`config.mk`:
```
export PLATFORM = sky130hd
export DESIGN_NAME = ipv4_forward_header_rewrite
export DESIGN_NICKNAME = d
export VERILOG_FILES = /design/src/hw/rtl/ifhr_pkg.sv /design/src/hw/rtl/ipv4_forward_header_rewrite.sv /design/src/hw/rtl/ifhr_hdr_ram.sv /design/src/hw/rtl/ifhr_cfg_regs.sv
export SDC_FILE = /design/constraint.sdc
export NUM_CORES = 2
export LEC_CHECK = 0
export ABC_AREA = 1
export BUFFER_PORTS_ARGS = -buffer_cell sky130_fd_sc_hd__buf_2
export CAP_MARGIN = 15
export CORE_ASPECT_RATIO = 0.7
export CORE_UTILIZATION = 30
export CTS_CLUSTER_DIAMETER = 200
export DETAILED_ROUTE_END_ITERATION = 10
export GPL_TIMING_DRIVEN = 0
export SETUP_SLACK_MARGIN = 0.4
export SLEW_MARGIN = 15
export SYNTH_ARGS = -nofsm -noshare
export SYNTH_HDL_FRONTEND = slang
export SYNTH_HIERARCHICAL = 1
export SYNTH_SLANG_ARGS = --single-unit
```
`constraint.sdc`:
```
create_clock -name i_clk -period 5.55 [get_ports i_clk]
set_clock_uncertainty 0.1 [all_clocks]
set_input_delay 0.2775 -clock i_clk [delete_from_list [all_inputs] [get_ports i_clk]]
set_output_delay 0.2775 -clock i_clk [all_outputs]
set_load 0.01 [all_outputs]
```
`src/hw/rtl/ifhr_pkg.sv`:
```
// ifhr_pkg: shared types, constants and helpers for the ipv4 forward header rewrite block
// no dependencies; imported by every module under hw/rtl
package ifhr_pkg;

    localparam int MAX_HEADER_WORDS = 15;
    localparam int ETH_HW           = 7;
    localparam int STORE_DEPTH      = ETH_HW + 2 * MAX_HEADER_WORDS;
    localparam int POS_W            = $clog2(STORE_DEPTH);
    localparam int IHL_MIN          = 5;
    localparam int ACC_W            = 21;

    typedef logic [POS_W-1:0] t_pos;
    typedef logic [15:0]      t_hw;

    // halfword positions inside the buffered header
    localparam t_pos POS_DMAC = t_pos'(0);
    localparam t_pos POS_SMAC = t_pos'(3);
    localparam t_pos POS_IP   = t_pos'(ETH_HW);
    localparam t_pos POS_TTL  = t_pos'(ETH_HW + 4);
    localparam t_pos POS_CSUM = t_pos'(ETH_HW + 5);
    localparam t_pos POS_DSTH = t_pos'(ETH_HW + 8);
    localparam t_pos POS_DSTL = t_pos'(ETH_HW + 9);

    // control states
    localparam logic [1:0] ST_COLLECT = 2'd0;
    localparam logic [1:0] ST_PASS    = 2'd1;
    localparam logic [1:0] ST_DISCARD = 2'd2;
    localparam logic [1:0] ST_EMIT    = 2'd3;

    // frame status codes
    localparam logic [1:0] STAT_FWD    = 2'd0;
    localparam logic [1:0] STAT_BADLEN = 2'd1;
    localparam logic [1:0] STAT_TRUNC  = 2'd2;

    // register indexes (byte address / 8)
    localparam logic [2:0] REG_HOST_A_ADDR = 3'd0;
    localparam logic [2:0] REG_HOST_B_ADDR = 3'd1;
    localparam logic [2:0] REG_HOST_A_MAC  = 3'd2;
    localparam logic [2:0] REG_HOST_B_MAC  = 3'd3;
    localparam logic [2:0] REG_GW_MAC      = 3'd4;
    localparam logic [2:0] REG_LOCAL_SMAC  = 3'd5;
    localparam logic [2:0] REG_REMOTE_SMAC = 3'd6;

    localparam logic [31:0] RST_HOST_A_ADDR = 32'h0A01_0203;
    localparam logic [31:0] RST_HOST_B_ADDR = 32'h0A01_0204;
    localparam logic [47:0] RST_HOST_A_MAC  = 48'h0015_175D_2988;
    localparam logic [47:0] RST_HOST_B_MAC  = 48'h0015_175D_16B4;
    localparam logic [47:0] RST_GW_MAC      = 48'h0015_175D_29E5;
    localparam logic [47:0] RST_LOCAL_SMAC  = 48'h0015_175D_27E8;
    localparam logic [47:0] RST_REMOTE_SMAC = 48'h0015_175D_27E9;

    typedef struct packed {
        logic [31:0] host_a_addr;
        logic [31:0] host_b_addr;
        logic [47:0] host_a_mac;
        logic [47:0] host_b_mac;
        logic [47:0] gw_mac;
        logic [47:0] local_smac;
        logic [47:0] remote_smac;
    } t_cfg;

    // one of the three halfwords of a mac, first byte on the wire highest
    function automatic t_hw mac_half(input logic [47:0] mac, input logic [1:0] k);
        t_hw h;
        case (k)
            2'd0:    h = mac[47:32];
            2'd1:    h = mac[31:16];
            default: h = mac[15:0];
        endcase
        return h;
    endfunction

    // ones-complement fold of the running sum, inverted
    function automatic t_hw csum_fold(input logic [ACC_W-1:0] acc);
        logic [16:0] s1;
        logic [15:0] s2;
        s1 = 17'(acc[ACC_W-1:16]) + 17'(acc[15:0]);
        s2 = s1[15:0] + 16'(s1[16]);
        return ~s2;
    endfunction

endpackage

```
`src/hw/rtl/ipv4_forward_header_rewrite.sv`:
```
// ipv4_forward_header_rewrite: top level, frame sequencer, checksum and output stage
// depends on ifhr_pkg, ifhr_hdr_ram and ifhr_cfg_regs
//
//  channel  | direction | signals                                     | moves
//  ---------+-----------+---------------------------------------------+------------------------
//  s_axis   | in        | tvalid tready tdata[15:0] tlast tuser[0]    | frame halfword
//  m_axis   | out       | tvalid tready tdata[15:0] tlast tuser[3:0]  | rewritten halfword/report
//  apb      | in        | psel penable pwrite paddr pwdata prdata     | config register access
//
// cycles: header halfwords are taken one per cycle and written to the header buffer;
//   when the last header halfword arrives the input stalls while the buffered halfwords
//   are read back through the single read port, one per cycle (the first read is issued
//   before any halfword is emitted); payload then passes at one transfer per cycle
// reset: control state and config registers only; the header buffer needs no clearing
//   since only entries written in the current frame are read
// stalls: a full output register that is not taken stalls input and header readback
module ipv4_forward_header_rewrite
    import ifhr_pkg::*;
(
    input  logic        i_clk,
    input  logic        i_rst_n,
    // frame input
    input  logic        s_axis_tvalid,
    output logic        s_axis_tready,
    input  logic [15:0] s_axis_tdata,   // [15:0] frame_halfword
    input  logic        s_axis_tlast,   // frame_end
    input  logic        s_axis_tuser,   // [0] low_byte_valid
    // frame output
    output logic        m_axis_tvalid,
    input  logic        m_axis_tready,
    output logic [15:0] m_axis_tdata,   // [15:0] out_halfword
    output logic        m_axis_tlast,   // out_last
    output logic [3:0]  m_axis_tuser,   // [0] out_low_byte_valid, [1] egress_port,
                                        // [3:2] frame_status
    // configuration
    input  logic        psel,
    input  logic        penable,
    input  logic        pwrite,
    input  logic [5:0]  paddr,
    input  logic [63:0] pwdata,
    output logic [63:0] prdata,
    output logic        pready
);

    t_cfg w_cfg;

    ifhr_cfg_regs u_cfg (
        .i_clk   (i_clk),
        .i_rst_n (i_rst_n),
        .psel    (psel),
        .penable (penable),
        .pwrite  (pwrite),
        .paddr   (paddr),
        .pwdata  (pwdata),
        .prdata  (prdata),
        .pready  (pready),
        .o_cfg   (w_cfg)
    );

    // sequencer state
    logic [1:0]       r_state,   n_state;
    t_pos             r_pos,     n_pos;        // next header halfword position
    t_pos             r_last,    n_last;       // position of the final header halfword
    logic [ACC_W-1:0] r_acc,     n_acc;        // ip header sum, ttl adjusted, csum as zero
    logic [31:0]      r_dst,     n_dst;
    logic             r_fe,      n_fe;         // header ended the frame
    logic             r_port,    n_port;
    t_pos             r_idx,     n_idx;        // readback position
    logic             r_pend,    n_pend;       // read data holds entry r_idx

    // output register
    logic             r_ovalid,  n_ovalid;
    t_hw              r_odata,   n_odata;
    logic             r_olv,     n_olv;
    logic             r_olast,   n_olast;
    logic             r_oport,   n_oport;
    logic [1:0]       r_ostat,   n_ostat;

    // header buffer access; writes only while collecting, reads only while emitting,
    // so no access to the same entry can overlap
    logic             w_we;
    t_hw              w_wdata;
    logic             w_re;
    t_pos             w_raddr;
    t_hw              w_rdata;

    ifhr_hdr_ram u_ram (
        .i_clk   (i_clk),
        .i_we    (w_we),
        .i_waddr (r_pos),
        .i_wdata (w_wdata),
        .i_re    (w_re),
        .i_raddr (w_raddr),
        .o_rdata (w_rdata)
    );

    logic       w_ofree;
    logic       w_in_xfer;
    t_hw        w_hw;
    logic [3:0] w_ihl;
    logic       w_bad_ihl;
    logic       w_complete;
    logic       w_trunc;
    t_hw        w_contrib;
    logic       w_route_gw;
    t_hw        w_emit_hw;
    logic       w_emit_end;

    assign w_ofree       = !r_ovalid || m_axis_tready;
    assign s_axis_tready = (r_state != ST_EMIT) && w_ofree;
    assign w_in_xfer     = s_axis_tvalid && s_axis_tready;
    assign w_hw          = s_axis_tdata;

    // header length check on the first ip halfword
    assign w_ihl      = w_hw[11:8];
    assign w_bad_ihl  = (r_pos == POS_IP) &&
                        ((w_ihl < 4'(IHL_MIN)) || (w_ihl > 4'(MAX_HEADER_WORDS)));
    assign w_complete = (r_pos > POS_IP) && (r_pos == r_last);
    assign w_trunc    = s_axis_tlast && (!w_complete || !s_axis_tuser);

    // ttl is stored already decremented (wraps zero to 255)
    assign w_wdata   = (r_pos == POS_TTL) ? {w_hw[15:8] - 8'd1, w_hw[7:0]} : w_hw;
    assign w_contrib = (r_pos == POS_CSUM) ? 16'd0 : w_wdata;
    assign w_we      = w_in_xfer && (r_state == ST_COLLECT);

    // route lookup: host a first, then host b, else gateway
    assign w_route_gw = (r_dst != w_cfg.host_a_addr) && (r_dst != w_cfg.host_b_addr);

    // rewritten header halfword for readback position r_idx
    always_comb begin
        if (r_idx < POS_SMAC) begin
            w_emit_hw = mac_half(r_port ? w_cfg.gw_mac :
                                 ((r_dst == w_cfg.host_a_addr) ? w_cfg.host_a_mac
                                                               : w_cfg.host_b_mac),
                                 2'(r_idx - POS_DMAC));
        end else if (r_idx < POS_SMAC + t_pos'(3)) begin
            w_emit_hw = mac_half(r_port ? w_cfg.remote_smac : w_cfg.local_smac,
                                 2'(r_idx - POS_SMAC));
        end else if (r_idx == POS_CSUM) begin
            w_emit_hw = csum_fold(r_acc);
        end else begin
            w_emit_hw = w_rdata;
        end
    end

    assign w_emit_end = (r_idx == r_last);

    always_comb begin
        n_state  = r_state;
        n_pos    = r_pos;
        n_last   = r_last;
        n_acc    = r_acc;
        n_dst    = r_dst;
        n_fe     = r_fe;
        n_port   = r_port;
        n_idx    = r_idx;
        n_pend   = r_pend;
        n_ovalid = r_ovalid && !m_axis_tready;
        n_odata  = r_odata;
        n_olv    = r_olv;
        n_olast  = r_olast;
        n_oport  = r_oport;
        n_ostat  = r_ostat;
        w_re     = 1'b0;
        w_raddr  = r_idx;

        case (r_state)
            ST_COLLECT: begin
                if (w_in_xfer) begin
                    // running checksum over the ip header
                    if (r_pos == POS_IP) begin
                        n_acc = ACC_W'(w_contrib);
                    end else if (r_pos > POS_IP) begin
                        n_acc = r_acc + ACC_W'(w_contrib);
                    end
                    if (r_pos == POS_IP) begin
                        n_last = t_pos'(ETH_HW - 1) + t_pos'({w_ihl, 1'b0});
                    end
                    if (r_pos == POS_DSTH) begin
                        n_dst[31:16] = w_hw;
                    end
                    if (r_pos == POS_DSTL) begin
                        n_dst[15:0] = w_hw;
                    end

                    if (w_bad_ihl || w_trunc) begin
                        // drop report
                        n_pos    = '0;
                        n_state  = (w_bad_ihl && !s_axis_tlast) ? ST_DISCARD : ST_COLLECT;
                        n_ovalid = 1'b1;
                        n_odata  = '0;
                        n_olv    = 1'b0;
                        n_olast  = 1'b1;
                        n_oport  = 1'b0;
                        n_ostat  = w_bad_ihl ? STAT_BADLEN : STAT_TRUNC;
                    end else if (w_complete) begin
                        n_pos   = '0;
                        n_state = ST_EMIT;
                        n_fe    = s_axis_tlast;
                        n_idx   = '0;
                        n_pend  = 1'b0;
                    end else begin
                        n_pos = r_pos + t_pos'(1);
                    end
                end
            end
            ST_PASS: begin
                if (w_in_xfer) begin
                    n_ovalid = 1'b1;
                    n_odata  = w_hw;
                    n_olv    = s_axis_tuser;
                    n_olast  = s_axis_tlast;
                    n_oport  = r_port;
                    n_ostat  = STAT_FWD;
                    if (s_axis_tlast) begin
                        n_state = ST_COLLECT;
                    end
                end
            end
            ST_DISCARD: begin
                if (w_in_xfer && s_axis_tlast) begin
                    n_state = ST_COLLECT;
                end
            end
            default: begin
                // header readback: keep one read in flight ahead of the output register
                if (!r_pend) begin
                    w_re   = 1'b1;
                    n_pend = 1'b1;
                    if (r_idx == POS_DMAC) begin
                        n_port = w_route_gw;
                    end
                end else if (w_ofree) begin
                    n_ovalid = 1'b1;
                    n_odata  = w_emit_hw;
                    n_olv    = 1'b1;
                    n_olast  = w_emit_end && r_fe;
                    n_oport  = r_port;
                    n_ostat  = STAT_FWD;
                    if (w_emit_end) begin
                        n_pend  = 1'b0;
                        n_state = r_fe ? ST_COLLECT : ST_PASS;
                    end else begin
                        n_idx   = r_idx + t_pos'(1);
                        w_re    = 1'b1;
                        w_raddr = r_idx + t_pos'(1);
                    end
                end
            end
        endcase
    end

    always_ff @(posedge i_clk) begin
        if (!i_rst_n) begin
            r_state  <= ST_COLLECT;
            r_pos    <= '0;
            r_last   <= '0;
            r_port   <= 1'b0;
            r_idx    <= '0;
            r_pend   <= 1'b0;
            r_ovalid <= 1'b0;
        end else begin
            r_state  <= n_state;
            r_pos    <= n_pos;
            r_last   <= n_last;
            r_port   <= n_port;
            r_idx    <= n_idx;
            r_pend   <= n_pend;
            r_ovalid <= n_ovalid;
        end
    end

    always_ff @(posedge i_clk) begin
        r_acc   <= n_acc;
        r_dst   <= n_dst;
        r_fe    <= n_fe;
        r_odata <= n_odata;
        r_olv   <= n_olv;
        r_olast <= n_olast;
        r_oport <= n_oport;
        r_ostat <= n_ostat;
    end

    assign m_axis_tvalid = r_ovalid;
    assign m_axis_tdata  = r_odata;
    assign m_axis_tlast  = r_olast;
    assign m_axis_tuser  = {r_ostat, r_oport, r_olv};

endmodule

```
`src/hw/rtl/ifhr_hdr_ram.sv`:
```
// ifhr_hdr_ram: header buffer, one write port and one registered read port
// depends on ifhr_pkg for depth and halfword type
module ifhr_hdr_ram
    import ifhr_pkg::*;
(
    input  logic i_clk,
    input  logic i_we,
    input  t_pos i_waddr,
    input  t_hw  i_wdata,
    input  logic i_re,
    input  t_pos i_raddr,
    output t_hw  o_rdata
);

    t_hw r_mem [STORE_DEPTH];
    t_hw r_rdata;

    always_ff @(posedge i_clk) begin
        if (i_we) begin
            r_mem[i_waddr] <= i_wdata;
        end
    end

    always_ff @(posedge i_clk) begin
        if (i_re) begin
            r_rdata <= r_mem[i_raddr];
        end
    end

    assign o_rdata = r_rdata;

endmodule

```
`src/hw/rtl/ifhr_cfg_regs.sv`:
```
// ifhr_cfg_regs: apb register file for host addresses and mac addresses
// depends on ifhr_pkg for the config struct, register indexes and reset values
module ifhr_cfg_regs
    import ifhr_pkg::*;
(
    input  logic        i_clk,
    input  logic        i_rst_n,
    input  logic        psel,
    input  logic        penable,
    input  logic        pwrite,
    input  logic [5:0]  paddr,
    input  logic [63:0] pwdata,
    output logic [63:0] prdata,
    output logic        pready,
    output t_cfg        o_cfg
);

    t_cfg       r_cfg;
    logic [2:0] w_idx;
    logic       w_wr;

    assign w_idx  = paddr[5:3];
    assign pready = 1'b1;
    assign w_wr   = psel && penable && pwrite;

    always_ff @(posedge i_clk) begin
        if (!i_rst_n) begin
            r_cfg.host_a_addr <= RST_HOST_A_ADDR;
            r_cfg.host_b_addr <= RST_HOST_B_ADDR;
            r_cfg.host_a_mac  <= RST_HOST_A_MAC;
            r_cfg.host_b_mac  <= RST_HOST_B_MAC;
            r_cfg.gw_mac      <= RST_GW_MAC;
            r_cfg.local_smac  <= RST_LOCAL_SMAC;
            r_cfg.remote_smac <= RST_REMOTE_SMAC;
        end else if (w_wr) begin
            case (w_idx)
                REG_HOST_A_ADDR: r_cfg.host_a_addr <= pwdata[31:0];
                REG_HOST_B_ADDR: r_cfg.host_b_addr <= pwdata[31:0];
                REG_HOST_A_MAC:  r_cfg.host_a_mac  <= pwdata[47:0];
                REG_HOST_B_MAC:  r_cfg.host_b_mac  <= pwdata[47:0];
                REG_GW_MAC:      r_cfg.gw_mac      <= pwdata[47:0];
                REG_LOCAL_SMAC:  r_cfg.local_smac  <= pwdata[47:0];
                REG_REMOTE_SMAC: r_cfg.remote_smac <= pwdata[47:0];
                default: ;
            endcase
        end
    end

    always_comb begin
        case (w_idx)
            REG_HOST_A_ADDR: prdata = 64'(r_cfg.host_a_addr);
            REG_HOST_B_ADDR: prdata = 64'(r_cfg.host_b_addr);
            REG_HOST_A_MAC:  prdata = 64'(r_cfg.host_a_mac);
            REG_HOST_B_MAC:  prdata = 64'(r_cfg.host_b_mac);
            REG_GW_MAC:      prdata = 64'(r_cfg.gw_mac);
            REG_LOCAL_SMAC:  prdata = 64'(r_cfg.local_smac);
            REG_REMOTE_SMAC: prdata = 64'(r_cfg.remote_smac);
            default:         prdata = 64'd0;
        endcase
    end

    assign o_cfg = r_cfg;

endmodule
```
==> results.tsv <==
metric	value	unit
GR Util All Layers	0.261	
DRT iter0 DRCs	7028	
critical path fanouts, max	12	
area leader, netlist	edfxtp_1	
Die Wd	485	microns
Slew Limit Fails	0	
worst rel slew slack	0.136	
Fin. Hold Viols	0	
Primary FF master, synth	edfxtp_1	
Max-Cap Viols	0	
WL per Instance	26.3	microns
synth-to-layout area growth	17.3	%
Setup Viol. Count Final	0	
Area after DPL	53400	sq um
fmax	220	MHz
Seq/Total Area, Yosys	0.552	
Synth area leaders	edfxtp_1 42%, nand2_1 14%, dfxtp_1 13%	
Leak Pwr	22.9	nW
crit path capture type	flop	
RSZ-0062 raised after global routing	false	
Post-synth EDFFs	683	
Synth warnings	6	
GP Congestion	1.03	
Sink Count	1009	
Starting Density	0.303	
via/cell ratio	5.34	
postcts setup bufs	0	
Nets	6335	
WL met3	29.5	mm
largest net degree at the start of global routing	42	
layout cells sized above 1	0.110	
clk root buf	clkbuf_16	
design area	57500	sq um
Num CTS Buffers	101	
# fillers	16500	
crit start category	flop	
number of global-route vias before repair	39500	
crit path kind	flop to flop	
deepest clock path buffer count	3	
Clk pin slew, worst setup/hold paths	0.07	ns
DRT Wirelength	221	mm
Worst Path Required	5.95	ns
Final ANT Viol Nets	0	
synthesized area	49000	sq um
# IOs	183	
status	completed	
share of the synthesized area in the top cell type	0.419	
TritonCTS clock tree	done	
worst hold path type	input port to flop	
Power Total	17.5	mW
DR WL met2	86.2	mm
count of state elements after synthesis	1009	
die area	165000	sq um
commonest cells in the netlist	1809 x nand2_1, 883 x nand3_1, 838 x nor2_1, 683 x edfxtp_1, 326 x dfxtp_1	
DRC viols	0	
Final HPWL DP	166	mm
initial antenna violation count	7	
synth unique cells	56	
Via Count	45000	
clk_lat worst skew	0.75	ns
first-pass detailed-route iteration total	8	
die height	340	microns
met1 WL	99.8	mm
DR top layer	met5	
Mapped Cells	5835	
critical path arrival	4.95	ns
Seq. cell area	27000	sq um
actual slew at the worst max-slew pin	1.30	ns
syn avg cell area	8.39	sq um
gr ovfl total	0	
top-count cell post-synth	nand2_1	
PortBufs	143	
ys async rst share	0	
Tmin final	4.55	ns
PD cells	304	nW/um^2
multi-input logic area	19200	sq um
core region area	161000	sq um
Max VDD drop	308	uV
global-route wire length before repair	305	mm
num rows	123	
Final period util	0.819	
H-tree levels	3	
[metrics by stage]
step                      hold WS, ns  std cells  setup WS (ns)  utilization  TNS, ns
after floorplan                 0.267       5850           1.37            -        0
after global placement          0.362       8118          -1.91        0.325   -66.56
after detailed placement        0.368       8169           1.11        0.331        0
after CTS                      0.0186       8415           1.11        0.356        0
after global routing          0.00289       8415          0.715        0.356        0
final                          0.0248       8421           1.00        0.356        0
[logic make-up after synthesis]
| kind of cell | Yosys count | share of synthesized area |
|---|---|---|
| and+or+nand+nor | 3756 | 0.324 |
| AOI/OAI and AO/OA | 330 | 0.0374 |
| muxes | 2 | 0.000409 |
| other | 2 | 0.000153 |
| xor gates and xnor gates | 86 | 0.0154 |
| buffers and inverters | 613 | 0.0610 |
| DFF | 1009 | 0.552 |
| adders and majority gates | 37 | 0.00976 |
[cells in the final DEF (no fill, tap or decap), types with 13 or more instances in the layout]
master	synthesis	layout
conb_1	2	17
buf_6	40	56
xnor2_1	66	65
buf_4	51	60
inv_2	11	13
nand3_1	883	883
dlygate4sd3_1	0	56
clkbuf_1	118	133
buf_2	138	274
o21ai_0	180	179
nand2_1	1809	1806
inv_1	210	208
buf_1	33	33
clkbuf_16	0	101
a21oi_1	74	73
xor2_1	20	19
bufinv_16	0	14
o221ai_1	16	16
buf_8	1	25
clkinv_1	6	23
o22ai_1	15	15
ha_1	35	35
dfxtp_1	326	326
nand4_1	157	157
clkinv_2	0	16
nor2_2	15	53
edfxtp_1	683	683
nor2_1	838	800
o211ai_1	20	20
[report_power, final]
part	internal (mW)	leakage [nW]	total [mW]	switching, mW
clock network	4.10	1.68	7.37	3.27
logic	0.463	12.4	1.82	1.36
registers	8.22	8.79	8.31	0.0854
[path summary, 6_finish.rpt]
path                     from                  to  slack (ns)  cells after the start
max reg2reg          r_pos[1]           r_acc[19]        1.00                     18
min reg2reg  u_cfg/o_cfg[153]    u_cfg/o_cfg[153]        0.38                      2
min           s_axis_tdata[5]  u_ram/r_mem[36][5]        0.02                      1
max                  r_pos[1]           r_acc[19]        1.00                     18
[routing by layer]
| layer | GRT usage | vias to the layer above |
|---|---|---|
| met4 | 0.0696 | 4 |
| met2 | 0.348 | 2659 |
| li1 | - | 20200 |
| met5 | 0 | - |
| met1 | 0.398 | 21800 |
| met3 | 0.0822 | 297 |
[timing repair]
action	4_1_cts	5_1_grt
hold endpoints to repair	239	0
resized for setup	0	0
hold buffers	56	0
[area by class of cell]
cell class                      instances  share of cell area
Antenna cell                            6            0.000261
Buffer                                382              0.0367
Clock buffer                          120              0.0459
Clock inverter                         70              0.0150
Inverter                              231              0.0153
Multi-Input combinational cell       4228               0.334
Sequential cell                      1009               0.470
Tap cell                             2125              0.0463
Timing Repair Buffer                  250              0.0361
[registers in the layout, indices dropped and copies added (netlist names), 2 cells and up]
signal         flops
r_dst             32
m_axis_tdata      16
u_ram/o_rdata     16
r_acc             21
r_last             5
u_ram/r_mem      592
r_pos              6
u_cfg/o_cfg      304
r_state            2
r_ostat            2
r_idx              6
[worst max-delay path, stage by stage (launching register included)]
cell     delay (ns)
dfxtp_1        0.64
ha_1           0.29
nand3_1        0.17
nor2_4         0.23
nand4_1        0.14
nor2_1         0.24
nand2_1        0.18
xor2_4         0.62
and2_1         0.26
ha_1           0.29
a21oi_1        0.13
o21ai_0        0.13
a21oi_1        0.12
o21ai_0        0.13
nand3_1        0.09
o21ai_0        0.14
and2_1         0.18
o21ai_0        0.14
a21oi_1        0.06
No activity file was read; power rests on OpenSTA's default activity.
